### config.mk
export PLATFORM = sky130hd
export DESIGN_NAME = hdc_cordic_cell
export DESIGN_NICKNAME = d
export VERILOG_FILES = /design/src/hdl/hdc_pkg.sv /design/src/hdl/hdc_cordic_cell.sv
export SDC_FILE = /design/constraint.sdc
export NUM_CORES = 1
export LEC_CHECK = 0
export BUFFER_PORTS_ARGS = -buffer_cell sky130_fd_sc_hd__buf_2
export CAP_MARGIN = 20
export CELL_PAD_IN_SITES_DETAIL_PLACEMENT = 1
export CELL_PAD_IN_SITES_GLOBAL_PLACEMENT = 2
export CORE_MARGIN = 5
export CORE_UTILIZATION = 30
export DETAILED_ROUTE_END_ITERATION = 16
export PLACE_DENSITY_LB_ADDON = 0.1
export SLEW_MARGIN = 20
export SYNTH_ARGS = -nofsm -noshare
export SYNTH_HDL_FRONTEND = slang
export SYNTH_SLANG_ARGS = --single-unit
### constraint.sdc
create_clock -name clk -period 11.23 [get_ports clk]
set_clock_uncertainty 0.15 [all_clocks]
set_input_delay 1.123 -clock clk [delete_from_list [all_inputs] [get_ports clk]]
set_output_delay 1.123 -clock clk [all_outputs]
set_load 0.01 [all_outputs]
### src/hdl/hdc_pkg.sv
// Package for the haversine distance core: fixed-point constants and the
// arctangent table function shared by the CORDIC cells and the top level.
// No dependencies.
`default_nettype none

package hdc_pkg;

  // Stage count limits and default
  localparam int CORDIC_STAGES_DEF = 24;
  localparam int MAX_STAGES        = 40;

  // Widths
  localparam int QW  = 64;  // Q60 vector and angle width
  localparam int UW  = 34;  // raw angle difference, units of 2^-24 degree
  localparam int AW  = 36;  // angle reduction width
  localparam int RW  = 32;  // reduced angle width
  localparam int SW  = 34;  // Q30 sine and cosine width
  localparam int NW  = 61;  // square root radicand width
  localparam int RSW = 62;  // square root partial result width
  localparam int SQRT_STEPS = 31;
  localparam int DW  = 33;  // distance width

  // Q60 constants
  localparam logic signed [QW-1:0] PI_Q60   = 64'sh3243F6A8885A308D;
  localparam logic signed [QW-1:0] HALF_PI_Q60 = PI_Q60 / 2;
  localparam logic signed [QW-1:0] ONE_Q60  = 64'sd1 <<< 60;
  localparam logic signed [QW-1:0] KINV_Q60 = 64'sd700114967507363242;
  localparam logic signed [QW-1:0] DEG_TO_Q60_W = (PI_Q60 / 180 + (64'sd1 <<< 23)) >>> 24;
  localparam logic signed [RW-1:0] DEG_TO_Q60 = DEG_TO_Q60_W[RW-1:0];

  // Turn constants in units of 2^-24 degree
  localparam logic signed [AW-1:0] FULL_TURN    = 36'sd6039797760;
  localparam logic signed [AW-1:0] HALF_TURN    = 36'sd3019898880;
  localparam logic signed [AW-1:0] QUARTER_TURN = 36'sd1509949440;

  // Radius scaled by 512 and distance ceiling
  localparam logic [31:0]   RADIUS_512 = 32'd3261955677;
  localparam logic [DW-1:0] DIST_MAX   = 33'd5124000000;

  // Unsigned shift-and-subtract quotient, evaluated at elaboration only
  function automatic logic [QW-1:0] quot_elab(input logic [QW-1:0] num,
                                              input logic [QW-1:0] den);
    logic [QW-1:0] quo;
    logic [QW:0]   rem;
    quo = '0;
    rem = '0;
    for (int b = QW - 1; b >= 0; b--) begin
      rem = {rem[QW-1:0], num[b]};
      if (rem >= {1'b0, den}) begin
        rem    = rem - {1'b0, den};
        quo[b] = 1'b1;
      end
    end
    return quo;
  endfunction

  // Arctangent of 2^-i in Q60: pi/4 for i = 0, else from the truncated power series
  function automatic logic signed [QW-1:0] atan_q60(input int i);
    logic signed [QW-1:0] sum;
    logic signed [QW-1:0] term;
    int k;
    sum = '0;
    if (i == 0) begin
      sum = (PI_Q60 + 64'sd2) >>> 2;
    end else begin
      for (k = 0; k < 31; k++) begin
        if (i * (2 * k + 1) <= 60) begin
          term = $signed(quot_elab(64'd1 << (60 - i * (2 * k + 1)),
                                   QW'(2 * k + 1)));
          if ((k & 1) == 1) sum = sum - term;
          else sum = sum + term;
        end
      end
    end
    return sum;
  endfunction

endpackage

`default_nettype wire

### src/hdl/hdc_cordic_cell.sv
// One CORDIC micro-rotation cell, rotation or vectoring mode, registered.
// Depends on hdc_pkg for widths and the arctangent table.
`default_nettype none

module hdc_cordic_cell #(
  parameter int STAGE  = 0,
  parameter bit VECTOR = 1'b0
) (
  input  wire logic                          clk,
  input  wire logic                          en,
  input  wire logic signed [hdc_pkg::QW-1:0] x_in,
  input  wire logic signed [hdc_pkg::QW-1:0] y_in,
  input  wire logic signed [hdc_pkg::QW-1:0] z_in,
  output logic signed [hdc_pkg::QW-1:0]      x_out,
  output logic signed [hdc_pkg::QW-1:0]      y_out,
  output logic signed [hdc_pkg::QW-1:0]      z_out
);

  localparam logic signed [hdc_pkg::QW-1:0] ATAN = hdc_pkg::atan_q60(STAGE);

  logic signed [hdc_pkg::QW-1:0] xs, ys;
  logic                          plus;

  // Pick the rotation direction from the angle or from the vector sign
  always_comb begin
    xs   = x_in >>> STAGE;
    ys   = y_in >>> STAGE;
    plus = VECTOR ? !(y_in > 0) : (z_in >= 0);
  end

  // Advance one micro-rotation
  always_ff @(posedge clk) begin
    if (en) begin
      if (plus) begin
        x_out <= x_in - ys;
        y_out <= y_in + xs;
        z_out <= z_in - ATAN;
      end else begin
        x_out <= x_in + ys;
        y_out <= y_in - xs;
        z_out <= z_in + ATAN;
      end
    end
  end

endmodule

`default_nettype wire

==> impl_metrics.csv <==
group,metric,value,unit
timing,max_slew.worst_pin.slew,1.12,ns
setup_path,startpoint_type,"input pin",
layout,nets,3452,
pwr,powerDensity,119,nW/um^2
synthesis,synth_top_cells_by_area,"edfxtp_1 26%, ha_1 14%, a21oi_1 8.2%, xnor2_1 5.8%, o21ai_0 4.1%",
timing,fin_setup_tns,0,ns
routing,drtPass1Iterations,5,
synthesis,synthArstFlopShare,0,
routing,drt_iter0_drc,1487,
layout,final_layout_size_suffix_gt1_frac,0.155,
pwr,ir_drop,0.0000671,V
synthesis,synth_top_cell_area_share,0.263,
setup_path,critPathLaunch,"z_in[63]",
grt,grt-ovfl-total,0,
floorplanning,dieArea,78200,um^2
synthesis,yosysMostFrequentCell,"a21oi_1",
clocking,cts_tree,"done",
synthesis,yosysSeqAreaShare,0.263,
timing,period_minus_slack,5.67,ns
setup_path,path_cells,"buf_6, inv_4, buf_4, ha_1, a211oi_1, nor4_2, o21ai_1, a2111oi_0, nor2_1, o221ai_1, a21oi_1, o21ai_1, a221oi_1, xnor2_1",
timing,drv_slew,0,
placed_design,place.gp.congestion,0.932,
routing,drtAntennaViolNets,0,
synthesis,synth_cells,2719,
timing,setup_violations,0,
floorplanning,start_util,0.304,
synthesis,yosysWarnings,0,
timing,slew_headroom,0.254,
pwr,total_power,0.00299,W
setup_path,crit_path_frequent_cell,"o21ai_1",
setup_path,crit_fanout,49,
synthesis,synthDistinctLibCells,96,
synthesis,synth_fp_nets,3169,
setup_path,worst-endpoint-arrival,5.78,ns
clocking,cts.path.max_buffers,2,
synthesis,synth_edf_count,191,
layout,final_util,0.350,
grt,grt_pass1_wl,145000,um
setup_path,path_depth,14,
clocking,cts_hold_buf,0,
timing,min_period_over_period,0.505,
min_path,min_path_type,"in -> reg",
layout,syn_to_final_growth,15.1,%
timing,max_freq,0.176,GHz
setup_path,cpPeakStageDelay,0.83,ns
synthesis,synth_seq_cells,191,
placed_design,hpwl,79800,um
clocking,htreeDepth,4,
layout,final-seq-area,5740,um^2
routing,drt-total-wl,97800,um
setup_path,worstSetupPathType,"in -> reg",
clocking,root_buffer,"clkbuf_16",
timing,rsz0062_at_grt,"false",
clocking,numCtsBuffers,17,
setup_path,crit_slowest_cell,"a2111oi_0",
timing,hold_viol_final,0,
routing,routed_via_density,5.52,
floorplanning,core,71900,um^2
grt,grt_pass1_vias,22649,
synthesis,avgSynthCellArea,8.03,um^2
min_path,hold_start,"z_in[0]",
flow_run,drv_cap,0,
min_path,min_to,"z_out[0]",
routing,post_drt_wl_per_cell,24.6,um
setup_path,critPathRequiredTime,11.34,ns
grt,grt_max_degree,80,
grt,track_usage,0.239,
floorplanning,die_w,280,um
layout,nFillCells,8720,
floorplanning,core.rowCount,98,
floorplanning,dieHeight,280,um
synthesis,synth_commonest_cells,"359 x a21oi_1, 252 x ha_1, 218 x nor2_1, 206 x inv_1, 194 x nand2_1",
setup_path,crit_family,"compound AO/OA/AOI/OAI gates",
clocking,numClockSinks,191,
synthesis,synth_top_area_cell,"edfxtp_1",
clocking,path_clk_slew,0.09,ns
pwr,leakage,10.7,nW
setup_path,crit_path_end_kind,"register",
floorplanning,io_pins,386,
synthesis,ys.flop_type,"edfxtp_1",
synthesis,syn_area,21800,um^2
clocking,ctsResizeCount,0,
run_status,status,"finished, final reports clean",
setup_path,critPathBufInv,3,
routing,vias,21949,
layout,multi_input_area,14800,um^2
grt,antenna_found_initial,12,
routing,drc,0,
clocking,postCtsSetupBuffers,0,
placed_design,io_buffers,385,
min_path,hold_depth,2,
stage by stage:
step	setup slack [ns]	hold slack (ns)	cell area (um^2)	instances
floorplan	5.48	1.09	21800	2719
global placement	5.06	1.26	24500	3932
detailed placement	5.08	1.27	24500	3932
CTS	5.63	0.737	25100	3964
global route	5.18	0.768	25100	3968
finish	5.56	0.771	25100	3973
routing by layer:
metal	wire, um	global-route usage
met5	43	0
met4	1870	0.0556
met3	5530	0.0454
met2	44500	0.385
met1	45800	0.333
report_power, final:
part           switching, W  leakage (nW)  internal [W]
logic              0.000866          8.58      0.000457
clock network      0.000327         0.290      0.000351
registers         0.0000413          1.87      0.000952
kinds of logic (layout without fill, tap and decap cells):
| logic type | Yosys count | count (layout) | synth area share |
|---|---|---|---|
| xor gates and xnor gates | 182 | 182 | 0.0730 |
| DFF | 191 | 191 | 0.263 |
| AOI/OAI and AO/OA | 994 | 994 | 0.285 |
| buffers and inverters | 346 | 642 | 0.0611 |
| adders and majority gates | 256 | 256 | 0.148 |
| and+or+nand+nor | 726 | 726 | 0.159 |
| muxes | 24 | 24 | 0.0111 |
| other | 0 | 8 | 0 |
registers in the layout, summed over array words and instances (netlist names):
signal  count
y_out      63
z_out      64
x_out      64
layout by cell type, fill, tap and decap left out, types with 60 or more instances in the layout:
| cell type | instances |
|---|---|
| nand2_1 | 194 |
| o21ai_0 | 177 |
| inv_1 | 205 |
| buf_2 | 384 |
| nor2_1 | 218 |
| a21oi_1 | 359 |
| ha_1 | 252 |
| o21bai_1 | 71 |
| nand4_1 | 66 |
| nor3_1 | 60 |
| edfxtp_1 | 191 |
| a21o_1 | 78 |
| xnor2_1 | 144 |
worst max path at each step:
stage	end	slack, ns
after CTS	z_out[56]	5.63
after global routing	z_out[56]	5.18
after floorplan	z_out[61]	5.48
final	z_out[56]	5.56
after global placement	z_out[56]	5.06
after detailed placement	z_out[56]	5.08
area by class of cell:
cell class	instances	area share
timing repair buffer	396	0.0805
tap	950	0.0473
antenna	8	0.000797
multi-input combinational	2182	0.587
inverter	214	0.0321
sequential	191	0.228
clock buffer	19	0.0172
clock inverter	13	0.00638
(Power assumes the default switching activity.)
