--- config.mk ---
export PLATFORM = sky130hd
export DESIGN_NAME = hdc_sqrt_cell
export DESIGN_NICKNAME = d
export VERILOG_FILES = /design/src/hdl/hdc_pkg.sv /design/src/hdl/hdc_sqrt_cell.sv
export SDC_FILE = /design/constraint.sdc
export NUM_CORES = 1
export LEC_CHECK = 0
export ABC_AREA = 1
export BUFFER_PORTS_ARGS = -buffer_cell sky130_fd_sc_hd__buf_2
export CAP_MARGIN = 10
export CORE_AREA = 2 2 167 169
export DETAILED_ROUTE_END_ITERATION = 8
export DIE_AREA = 0 0 169 171
export PLACE_DENSITY = 0.59
export SYNTH_ARGS = -nofsm -noshare
export SYNTH_HDL_FRONTEND = slang
export SYNTH_SLANG_ARGS = --single-unit
--- constraint.sdc ---
create_clock -name clk -period 3.6 [get_ports clk]
set_clock_uncertainty 0.15 [all_clocks]
set_input_delay 0.72 -clock clk [delete_from_list [all_inputs] [get_ports clk]]
set_output_delay 0.72 -clock clk [all_outputs]
set_load 0.03 [all_outputs]
--- src/hdl/hdc_pkg.sv ---
// Package for the haversine distance core: fixed-point constants and the
// arctangent table function shared by the CORDIC cells and the top level.
// No dependencies.
`default_nettype none

package hdc_pkg;

  // Stage count limits and default
  localparam int CORDIC_STAGES_DEF = 24;
  localparam int MAX_STAGES        = 40;

  // Widths
  localparam int QW  = 64;  // Q60 vector and angle width
  localparam int UW  = 34;  // raw angle difference, units of 2^-24 degree
  localparam int AW  = 36;  // angle reduction width
  localparam int RW  = 32;  // reduced angle width
  localparam int SW  = 34;  // Q30 sine and cosine width
  localparam int NW  = 61;  // square root radicand width
  localparam int RSW = 62;  // square root partial result width
  localparam int SQRT_STEPS = 31;
  localparam int DW  = 33;  // distance width

  // Q60 constants
  localparam logic signed [QW-1:0] PI_Q60   = 64'sh3243F6A8885A308D;
  localparam logic signed [QW-1:0] HALF_PI_Q60 = PI_Q60 / 2;
  localparam logic signed [QW-1:0] ONE_Q60  = 64'sd1 <<< 60;
  localparam logic signed [QW-1:0] KINV_Q60 = 64'sd700114967507363242;
  localparam logic signed [QW-1:0] DEG_TO_Q60_W = (PI_Q60 / 180 + (64'sd1 <<< 23)) >>> 24;
  localparam logic signed [RW-1:0] DEG_TO_Q60 = DEG_TO_Q60_W[RW-1:0];

  // Turn constants in units of 2^-24 degree
  localparam logic signed [AW-1:0] FULL_TURN    = 36'sd6039797760;
  localparam logic signed [AW-1:0] HALF_TURN    = 36'sd3019898880;
  localparam logic signed [AW-1:0] QUARTER_TURN = 36'sd1509949440;

  // Radius scaled by 512 and distance ceiling
  localparam logic [31:0]   RADIUS_512 = 32'd3261955677;
  localparam logic [DW-1:0] DIST_MAX   = 33'd5124000000;

  // Unsigned shift-and-subtract quotient, evaluated at elaboration only
  function automatic logic [QW-1:0] quot_elab(input logic [QW-1:0] num,
                                              input logic [QW-1:0] den);
    logic [QW-1:0] quo;
    logic [QW:0]   rem;
    quo = '0;
    rem = '0;
    for (int b = QW - 1; b >= 0; b--) begin
      rem = {rem[QW-1:0], num[b]};
      if (rem >= {1'b0, den}) begin
        rem    = rem - {1'b0, den};
        quo[b] = 1'b1;
      end
    end
    return quo;
  endfunction

  // Arctangent of 2^-i in Q60: pi/4 for i = 0, else from the truncated power series
  function automatic logic signed [QW-1:0] atan_q60(input int i);
    logic signed [QW-1:0] sum;
    logic signed [QW-1:0] term;
    int k;
    sum = '0;
    if (i == 0) begin
      sum = (PI_Q60 + 64'sd2) >>> 2;
    end else begin
      for (k = 0; k < 31; k++) begin
        if (i * (2 * k + 1) <= 60) begin
          term = $signed(quot_elab(64'd1 << (60 - i * (2 * k + 1)),
                                   QW'(2 * k + 1)));
          if ((k & 1) == 1) sum = sum - term;
          else sum = sum + term;
        end
      end
    end
    return sum;
  endfunction

endpackage

`default_nettype wire

--- src/hdl/hdc_sqrt_cell.sv ---
// One digit step of a floor integer square root, registered.
// Depends on hdc_pkg for widths.
`default_nettype none

module hdc_sqrt_cell #(
  parameter int BIT_EXP = 60
) (
  input  wire logic                     clk,
  input  wire logic                     en,
  input  wire logic [hdc_pkg::NW-1:0]   n_in,
  input  wire logic [hdc_pkg::RSW-1:0]  res_in,
  output logic [hdc_pkg::NW-1:0]        n_out,
  output logic [hdc_pkg::RSW-1:0]       res_out
);

  localparam logic [hdc_pkg::RSW-1:0] BIT = hdc_pkg::RSW'(1) << BIT_EXP;

  logic [hdc_pkg::RSW-1:0] trial;

  always_comb trial = res_in + BIT;

  // Subtract the trial value when it fits, then shift the root
  always_ff @(posedge clk) begin
    if (en) begin
      if (hdc_pkg::RSW'(n_in) >= trial) begin
        n_out   <= n_in - trial[hdc_pkg::NW-1:0];
        res_out <= (res_in >> 1) + BIT;
      end else begin
        n_out   <= n_in;
        res_out <= res_in >> 1;
      end
    end
  end

endmodule

`default_nettype wire

==> run_results.csv, run 1 <==
group,metric,value,unit
run_status,status,"finished clean",
worst_setup_path,end_kind,"register",
worst_setup_path,crit_type,"primary input to register",
clock_tree,cts_tree,"yes",
min_path,hold_class,"primary input to register",
synth,synth.top_cell.area_share,0.346,
sta,worstMarginPinSlew,713,ps
synth,ys_types,37,
flow_run,max-cap-violations,0,
worst_setup_path,cp.arrival,2890,ps
synth,synth_ff_type,"edfxtp_1",
worst_setup_path,cp-startpoint,"n_in[0]",
clock_tree,cts.sink_count,123,
sta,finalSetupViolations,0,
pwr,power_density,401,nW/um2
cells_and_area,multiInputGateArea,5330,um2
sta,fin_crit_sh,0.792,
routing,first_pass_iters,5,
global_route,antenna_found_initial,0,
routing,drc,0,
cells_and_area,layoutNonFillerInstCount,2253,
worst_setup_path,cp.required,3640,ps
routing,wl_per_cell,15.8,um
floorplanning,start_util,0.391,
sta,period_needed,2850,ps
routing,dr_wl_met2,15.6,mm
cells_and_area,antenna_cells,0,
cells_and_area,layout-drive-gt1-share,0.178,
cells_and_area,syn_to_final_growth,21.2,%
routing,highest_layer,"met4",
clock_tree,cts_resized,0,
sta,holdWs,313,ps
clock_tree,cts_root_buf,"clkbuf_16",
routing,route.met3.wl,2.31,mm
worst_setup_path,critPathCapture,"n_out[27]$_DFFE_PP_",
sta,drv_slew,0,
cells_and_area,layout.nets,2081,
synth,synth_area_leader_cell,"edfxtp_1",
global_route,grt_pass1_wl,54.4,mm
worst_setup_path,cp_max_fo,43,
placed_design,post-place-cells,2221,
placed_design,routabilityCongestion,0.912,
synth,synthCells,1629,
floorplanning,pin_count,248,
synth,synth-async-reset-ratio,0,
clock_tree,hold_buffers,0,
floorplanning,core_area,27300,um2
floorplanning,die_area,28900,um2
routing,wl,35.6,mm
clock_tree,htree_levels,4,
clock_tree,clockBufferDepth,2,
pwr,peakVddDrop,0.263,mV
sta,rsz0062_at_grt,"no",
pwr,leakage,7.43,nW
routing,avgViaCountPerCell,4.72,
sta,final_hold_viol_count,0,
sta,fin_setup_tns,0,ps
synth,synth_area_leaders,"edfxtp_1 (35%), nand2_1 (23%), inv_1 (14%), ha_1 (7.1%), nor2_1 (3.4%)",
sta,fmax,0.351,GHz
worst_setup_path,startpoint_type,"primary input",
synth,ys_ff_latch,123,
clock_tree,cts-buffers-inserted,17,
synth,yosysMostFrequentCell,"nand2_1",
routing,final_antenna_net_count,0,
clock_tree,post_cts_buffers,0,
routing,drtIter0Drc,885,
floorplanning,fp.dieH,171,um
cells_and_area,nFillCells,2941,
placed_design,io_buffers,247,
global_route,grt_max_degree,124,
synth,ys_seq_area_frac,0.346,
placed_design,place_hpwl,29.3,mm
synth,synth_edf_count,123,
floorplanning,die_w,169,um
synth,synthesis.area,10700,um2
global_route,track_usage,0.249,
global_route,grt_pass1_vias,10000,
routing,wl_met1,16.8,mm
cells_and_area,final_util,0.474,
synth,yosysWarningCount,0,
floorplanning,std_cell_rows,61,
routing,vias,10600,
cells_and_area,regArea,3690,um2
clock_tree,path_clk_slew,70,ps
synth,postSynthAreaPerCell,6.56,um2
global_route,overflow,0,
synth,synthesis.nets,1816,
sta,slew_headroom,0.525,
synth,ys_top_cells_by_count,"nand2_1 (642), inv_1 (406), edfxtp_1 (123), nor2_1 (98)",
-- worst max-delay path, cell delays in order --
cell and delay (ps):
buf_2 90, inv_1 60, ha_1 140, inv_1 70
fa_1 430, nand3_1 110, nand3_2 120, nand2_1 90
nand2_1 100, nand2_1 80, nand2_1 90, nand2_1 80
nand2_1 80, nand2_2 110, nand3_4 100, buf_12 190
nand2_1 110, o21ai_1 70
-- area by class of cell --
cell class	instances	share of cell area
clock buffer	18	0.0332
multi-input combinational	1077	0.411
inverter	415	0.120
tap	346	0.0334
timing repair buffer	260	0.106
clock inverter	14	0.0101
sequential	123	0.285
-- cells in the final DEF (no fill, tap or decap), types with 2 or more instances in the layout --
master | synthesis | layout
nand2_1 | 642 | 642
inv_1 | 406 | 406
buf_2 | 6 | 246
edfxtp_1 | 123 | 123
nor2_1 | 98 | 98
nand3_1 | 61 | 61
ha_1 | 61 | 61
a21oi_1 | 44 | 44
nand4_1 | 35 | 35
xor2_1 | 31 | 31
o21ai_0 | 22 | 22
o21ai_1 | 17 | 17
clkbuf_16 | 0 | 17
nand3_2 | 12 | 12
buf_4 | 0 | 11
nor2_2 | 10 | 10
o21ai_2 | 9 | 9
nor3_1 | 7 | 7
inv_2 | 7 | 7
nand2_2 | 6 | 6
clkinv_1 | 2 | 6
clkinvlp_4 | 0 | 6
nor2_4 | 3 | 3
nor4_1 | 3 | 3
buf_12 | 0 | 3
and3_1 | 2 | 2
o21bai_1 | 2 | 2
nand3b_1 | 2 | 2
clkinv_2 | 0 | 2
bufinv_16 | 0 | 2
-- per-stage QoR --
step	area, um2	setup slack, ps	power (mW)
detailed placement	12400	290	3.51
global placement	12400	298	3.51
finish	12900	749	5.19
global route	12900	521	5.46
floorplan	10700	569	2.95
CTS	12900	754	5.22
-- state kept, by name (all words and copies together) (netlist names) --
signal   count
n_out       61
res_out     62
-- worst min-delay path by stage --
stage | startpoint | endpoint | slack, ps | depth (start not counted)
after floorplan | res_in[1] | res_out[0]$_DFFE_PP_ | 670 | 0
after global placement | res_in[13] | res_out[12]$_DFFE_PP_ | 760 | 1
after detailed placement | res_in[57] | res_out[56]$_DFFE_PP_ | 760 | 1
after CTS | res_in[52] | res_out[51]$_DFFE_PP_ | 300 | 1
after global routing | res_in[54] | res_out[53]$_DFFE_PP_ | 300 | 1
final | res_in[54] | res_out[53]$_DFFE_PP_ | 310 | 1
-- report_power, final --
part	switching [mW]	leakage, nW	internal (mW)
Combinational	1.19	5.98	0.506
Sequential	0.0379	1.20	1.75
Clock	0.703	0.254	1.00
Total	1.93	7.43	3.26
-- cell families (layout without fill, tap and decap cells) --
kind of cell	count (synthesis)	after routing	share of synthesized area
AND/OR/NAND/NOR	887	887	0.349
adder cells (fa/ha/maj)	62	62	0.0733
XOR/XNOR	31	31	0.0254
buffers and inverters	429	707	0.156
flip-flops	123	123	0.346
AO/OA/AOI/OAI	97	97	0.0506
-- metal layers --
metal / up-vias / track usage
met5: - / 0
met4: 0 / 0.0814
met3: 41 / 0.0446
met2: 368 / 0.391
met1: 4727 / 0.346
li1: 5487 / -
No activity file was read; power rests on OpenSTA's default activity.
==> inputs of run 2 (changes only) <==
--- a/config.mk
+++ b/config.mk
@@ -11,7 +11,7 @@
 export CORE_AREA = 2 2 167 169
 export DETAILED_ROUTE_END_ITERATION = 8
 export DIE_AREA = 0 0 169 171
-export PLACE_DENSITY = 0.59
+export PLACE_DENSITY = 0.61
 export SYNTH_ARGS = -nofsm -noshare
 export SYNTH_HDL_FRONTEND = slang
 export SYNTH_SLANG_ARGS = --single-unit
==> constraint.sdc (replaced) <==
create_clock -name clk -period 2.4 [get_ports clk]
set_clock_uncertainty 0.15 [all_clocks]
set_input_delay 0.48 -clock clk [delete_from_list [all_inputs] [get_ports clk]]
set_output_delay 0.48 -clock clk [all_outputs]
set_load 0.03 [all_outputs]
==> run_results.csv, run 2 (same netlist as run 1, synthesis figures left out) <==
group,metric,value,unit
cells_and_area,syn_to_final_growth,52.1,%
worst_setup_path,cp.required,2430,ps
min_path,hold_depth,1,
cells_and_area,regMostFlops,"res_out",
cells_and_area,regArea,3690,um2
clock_tree,cts_tree,"yes",
worst_setup_path,cp.arrival,2450,ps
clock_tree,path_clk_slew,60,ps
clock_tree,cts-buffers-inserted,17,
worst_setup_path,cp_max_fo,20,
cells_and_area,largest_reg_flops,62,
min_path,whs_endpoint,"res_out[23]$_DFFE_PP_",
global_route,track_usage,0.264,
cells_and_area,nFillCells,2632,
sta,postLayoutSetupSlackWorst,-18.5,ps
routing,drc,0,
worst_setup_path,max_stage_delay,280,ps
worst_setup_path,crit_type,"primary input to register",
placed_design,place_hpwl,31.5,mm
floorplanning,core_area,27300,um2
routing,avgViaCountPerCell,4.56,
pwr,peakVddDrop,0.309,mV
placed_design,routabilityCongestion,0.916,
routing,wl_per_cell,15.9,um
pwr,power_density,524,nW/um2
cells_and_area,layout_commonest_cell,"nand2_1",
placed_design,detailedPlace.worstSlack,-573,ps
worst_setup_path,cp_slowest_cell,"ha_4",
global_route,grt_pass1_wl,57.4,mm
clock_tree,cts_root_buf,"clkbuf_16",
sta,rsz0062_at_grt,"yes",
sta,drv_slew,0,
cells_and_area,layout.nets,2364,
worst_setup_path,path_common_cell,"buf_4",
global_route,antenna_found_initial,0,
routing,final_antenna_net_count,0,
floorplanning,start_util,0.391,
cells_and_area,layout-drive-gt1-share,0.367,
worst_setup_path,path_cells,"buf_4 -> ha_4 -> nand2_4 -> buf_4 -> nor2_4 -> nand2_2 -> inv_2 -> nand2_4 -> nor3_4 -> nand4_4 -> nand3_4 -> buf_4 -> buf_8 -> o21ai_0",
global_route,grt_pass1_vias,10700,
min_path,hold_class,"primary input to register",
clock_tree,cts.sink_count,123,
floorplanning,fp.dieH,171,um
routing,first_pass_iters,7,
sta,fin_crit_sh,1.01,
clock_tree,htree_levels,4,
floorplanning,die_area,28900,um2
routing,wl,40.2,mm
run_status,status,"finished, violations left",
clock_tree,clockBufferDepth,2,
sta,worstMarginPinSlew,388,ps
pwr,leakage,9.05,nW
cells_and_area,largestRegisters,"res_out: 62 flops, n_out: 61 flops",
floorplanning,std_cell_rows,61,
worst_setup_path,startpoint_type,"primary input",
sta,slew_headroom,0.742,
sta,period_needed,2420,ps
cells_and_area,antenna_cells,0,
floorplanning,die_w,169,um
global_route,grt_max_degree,65,
placed_design,io_buffers,247,
global_route,overflow,0,
floorplanning,pin_count,248,
sta,fmax,0.413,GHz
sta,fin_setup_tns,-41.1,ps
routing,vias,11600,
routing,drtIter0Drc,833,
sta,final_hold_viol_count,0,
cells_and_area,multiInputGateArea,6340,um2
min_path,min_from,"res_in[24]",
flow_run,max-cap-violations,0,
worst_setup_path,end_kind,"register",
clock_tree,hold_buffers,0,
sta,finalSetupViolations,4,
run_status,failed_checks,"negative setup slack",
cells_and_area,layout_common_cells,"nand2_1 (569), inv_1 (396), buf_4 (281)",
-- run 2: worst max-delay path, delay by kind of cell --
kind / cells / cell delay, ps
AO/OA/AOI/OAI: 1 / 100
adder cells (fa/ha/maj): 1 / 280
buffers and inverters: 5 / 700
AND/OR/NAND/NOR: 7 / 890
-- run 2: worst max path at each step --
stage	start	to	slack, ps	depth (start not counted)
final	n_in[17]	n_out[2]$_DFFE_PP_	-20	14
after global routing	n_in[17]	n_out[2]$_DFFE_PP_	-80	14
after CTS	n_in[0]	n_out[2]$_DFFE_PP_	-70	19
after detailed placement	n_in[0]	n_out[53]$_DFFE_PP_	-570	19
after global placement	res_in[46]	n_out[57]$_DFFE_PP_	-530	13
after floorplan	n_in[0]	n_out[21]$_DFFE_PP_	-250	18
-- run 2: per-stage QoR --
stage	util	hold WS, ps	power [mW]	area [um2]	std cells
floorplan	-	429	4.45	10800	1629
global placement	0.530	522	5.78	14500	2482
detailed placement	0.530	522	5.79	14500	2482
CTS	0.558	67.3	8.24	15200	2522
global route	0.595	55.3	8.95	16300	2535
finish	0.595	65.3	8.51	16300	2535
-- run 2: layout make-up --
cell class,instances,area share
sequential,123,0.227
clock inverter,10,0.00331
tap,346,0.0266
inverter,415,0.0968
clock buffer,21,0.0271
multi-input combinational,1077,0.390
timing repair buffer,543,0.229
-- run 2: layer usage --
metal / GRT usage / up-vias / share of wire
li1: - / 6059 / -
met1: 0.363 / 5138 / 0.46
met2: 0.433 / 330 / 0.46
met3: 0.0481 / 29 / 0.062
met4: 0.0598 / 0 / 0.014
met5: 0 / - / 0
-- run 2: power by group --
part	switching [mW]	internal (mW)	total, mW
Sequential	0.0538	2.63	2.68
Combinational	2.10	1.41	3.50
Clock	1.03	1.29	2.33
-- run 2: timing repair --
| item | CTS | global route |
|---|---|---|
| resized for setup | 37 | 168 |
| endpoints found under the hold margin | 0 | 0 |
| setup buffers | 7 | 12 |
| cloned | 3 | 6 |
| setup endpoints to repair | 36 | 63 |
| pin swaps | 11 | 28 |
==> inputs of run 3 (changes only) <==
--- a/config.mk
+++ b/config.mk
@@ -9,9 +9,11 @@
 export BUFFER_PORTS_ARGS = -buffer_cell sky130_fd_sc_hd__buf_2
 export CAP_MARGIN = 10
 export CORE_AREA = 2 2 167 169
+export CTS_CLUSTER_SIZE = 28
 export DETAILED_ROUTE_END_ITERATION = 8
 export DIE_AREA = 0 0 169 171
 export PLACE_DENSITY = 0.61
+export SKIP_CTS_REPAIR_TIMING = 1
 export SYNTH_ARGS = -nofsm -noshare
 export SYNTH_HDL_FRONTEND = slang
 export SYNTH_SLANG_ARGS = --single-unit
==> constraint.sdc (replaced) <==
create_clock -name clk -period 2.4 [get_ports clk]
set_clock_uncertainty 0.15 [all_clocks]
set_input_delay 0.36 -clock clk [delete_from_list [all_inputs] [get_ports clk]]
set_output_delay 0.36 -clock clk [all_outputs]
set_load 0.03 [all_outputs]
==> run_results.csv, run 3 (same netlist as run 1, synthesis figures left out) <==
group,metric,value,unit
run_status,status,"finished, violations left",
run_status,failed_checks,"negative hold slack",
sta,slew_headroom,0.759,
worst_setup_path,startpoint_type,"primary input",
clock_tree,path_clk_slew,60,ps
sta,drv_slew,0,
floorplanning,start_util,0.391,
worst_setup_path,cp.required,2460,ps
pwr,power_density,530,nW/um2
cells_and_area,layout.nets,2393,
routing,drc,0,
routing,wl,38.4,mm
cells_and_area,largest_reg_flops,62,
placed_design,post-place-cells,2475,
floorplanning,pin_count,248,
global_route,grt_pass1_wl,57.4,mm
sta,finalSetupViolations,0,
cells_and_area,final_util,0.572,
pwr,peakVddDrop,0.288,mV
sta,final_hold_viol_count,1,
routing,first_pass_iters,7,
cells_and_area,finalInstanceArea,15600,um2
min_path,hold_class,"primary input to register",
sta,fin_setup_tns,0,ps
floorplanning,die_w,169,um
routing,avgViaCountPerCell,4.51,
floorplanning,std_cell_rows,61,
routing,final_antenna_net_count,0,
placed_design,io_buffers,247,
global_route,overflow,0,
placed_design,routabilityCongestion,0.934,
clock_tree,clockBufferDepth,2,
floorplanning,fp.dieH,171,um
floorplanning,die_area,28900,um2
sta,fmax,0.429,GHz
routing,vias,11600,
global_route,antenna_found_initial,0,
worst_setup_path,end_kind,"register",
sta,fin_crit_sh,0.970,
cells_and_area,layoutNonFillerInstCount,2564,
placed_design,place_hpwl,31.6,mm
cells_and_area,largestRegisters,"res_out: 62 flops, n_out: 61 flops",
clock_tree,htree_levels,4,
clock_tree,cts-buffers-inserted,17,
worst_setup_path,crit_type,"primary input to register",
flow_run,max-cap-violations,0,
cells_and_area,syn_to_final_growth,46.4,%
global_route,grt_pass1_vias,10900,
cells_and_area,antenna_cells,0,
clock_tree,cts.sink_count,123,
routing,wl_per_cell,15.0,um
clock_tree,cts_tree,"yes",
worst_setup_path,cp_max_fo,3,
sta,worstMarginPinSlew,361,ps
global_route,grt_max_degree,58,
cells_and_area,layout_commonest_cell,"nand2_1",
clock_tree,cts_root_buf,"clkbuf_16",
pwr,leakage,8.97,nW
placed_design,post_dp_cell_area,14400,um2
global_route,track_usage,0.260,
routing,drtIter0Drc,631,
cells_and_area,regMostFlops,"res_out",
cells_and_area,layout_common_cells,"nand2_1 (620), inv_1 (404), buf_4 (264)",
cells_and_area,layout-drive-gt1-share,0.289,
floorplanning,core_area,27300,um2
sta,period_needed,2330,ps
worst_setup_path,cp.arrival,2380,ps
sta,rsz0062_at_grt,"yes",
sta,holdWs,-30.9,ps
==> run 3: cell count changes in the layout (fill, tap and decap cells not counted), sizes merged <==
cell / delta
bufbuf: -1
bufinv: +1
buf: -20
dlygate4sd3: +53
clkbuf: -4
==> run 3: final timing paths <==
| path | start | endpoint | depth (start not counted) |
|---|---|---|---|
| setup / recovery | res_in[46] | n_out[57]$_DFFE_PP_ | 13 |
| hold / removal | res_in[6] | res_out[5]$_DFFE_PP_ | 1 |
==> run 3: power by group <==
| part | switching, mW | internal, mW |
|---|---|---|
| Clock | 1.02 | 1.39 |
| Sequential | 0.0554 | 2.63 |
| Combinational | 1.94 | 1.26 |
==> run 3: critical path: stages <==
cell	delay (ps)
buf_2	120
inv_1	50
ha_2	390
buf_4	140
nand2_1	80
nor2_1	260
nand2_2	160
nor4_2	280
nand2_1	240
nand2_1	130
nand2_1	60
nand3_2	60
nand2_1	40
==> run 3: metrics by stage <==
stage                     setup slack (ps)  total power, mW
final                                 71.6             8.30
after CTS                             55.8             8.21
after detailed placement              -415             5.79
after global placement                -464             5.78
after floorplan                       -133             4.45
after global routing                 -32.9             8.72
==> run 3: final cells by class <==
class	count	area, um2
tap	346	433
fill	2729	11700
multi-input combinational	1077	5520
timing repair buffer	572	3910
clock inverter	11	80.1
sequential	123	3690
clock buffer	20	437
inverter	415	1570
==> run 3: metal layers <==
| layer | part of all wire | track usage |
|---|---|---|
| met5 | 0 | 0 |
| met4 | 0.013 | 0.0572 |
| met3 | 0.046 | 0.0419 |
| met2 | 0.45 | 0.430 |
| met1 | 0.49 | 0.360 |
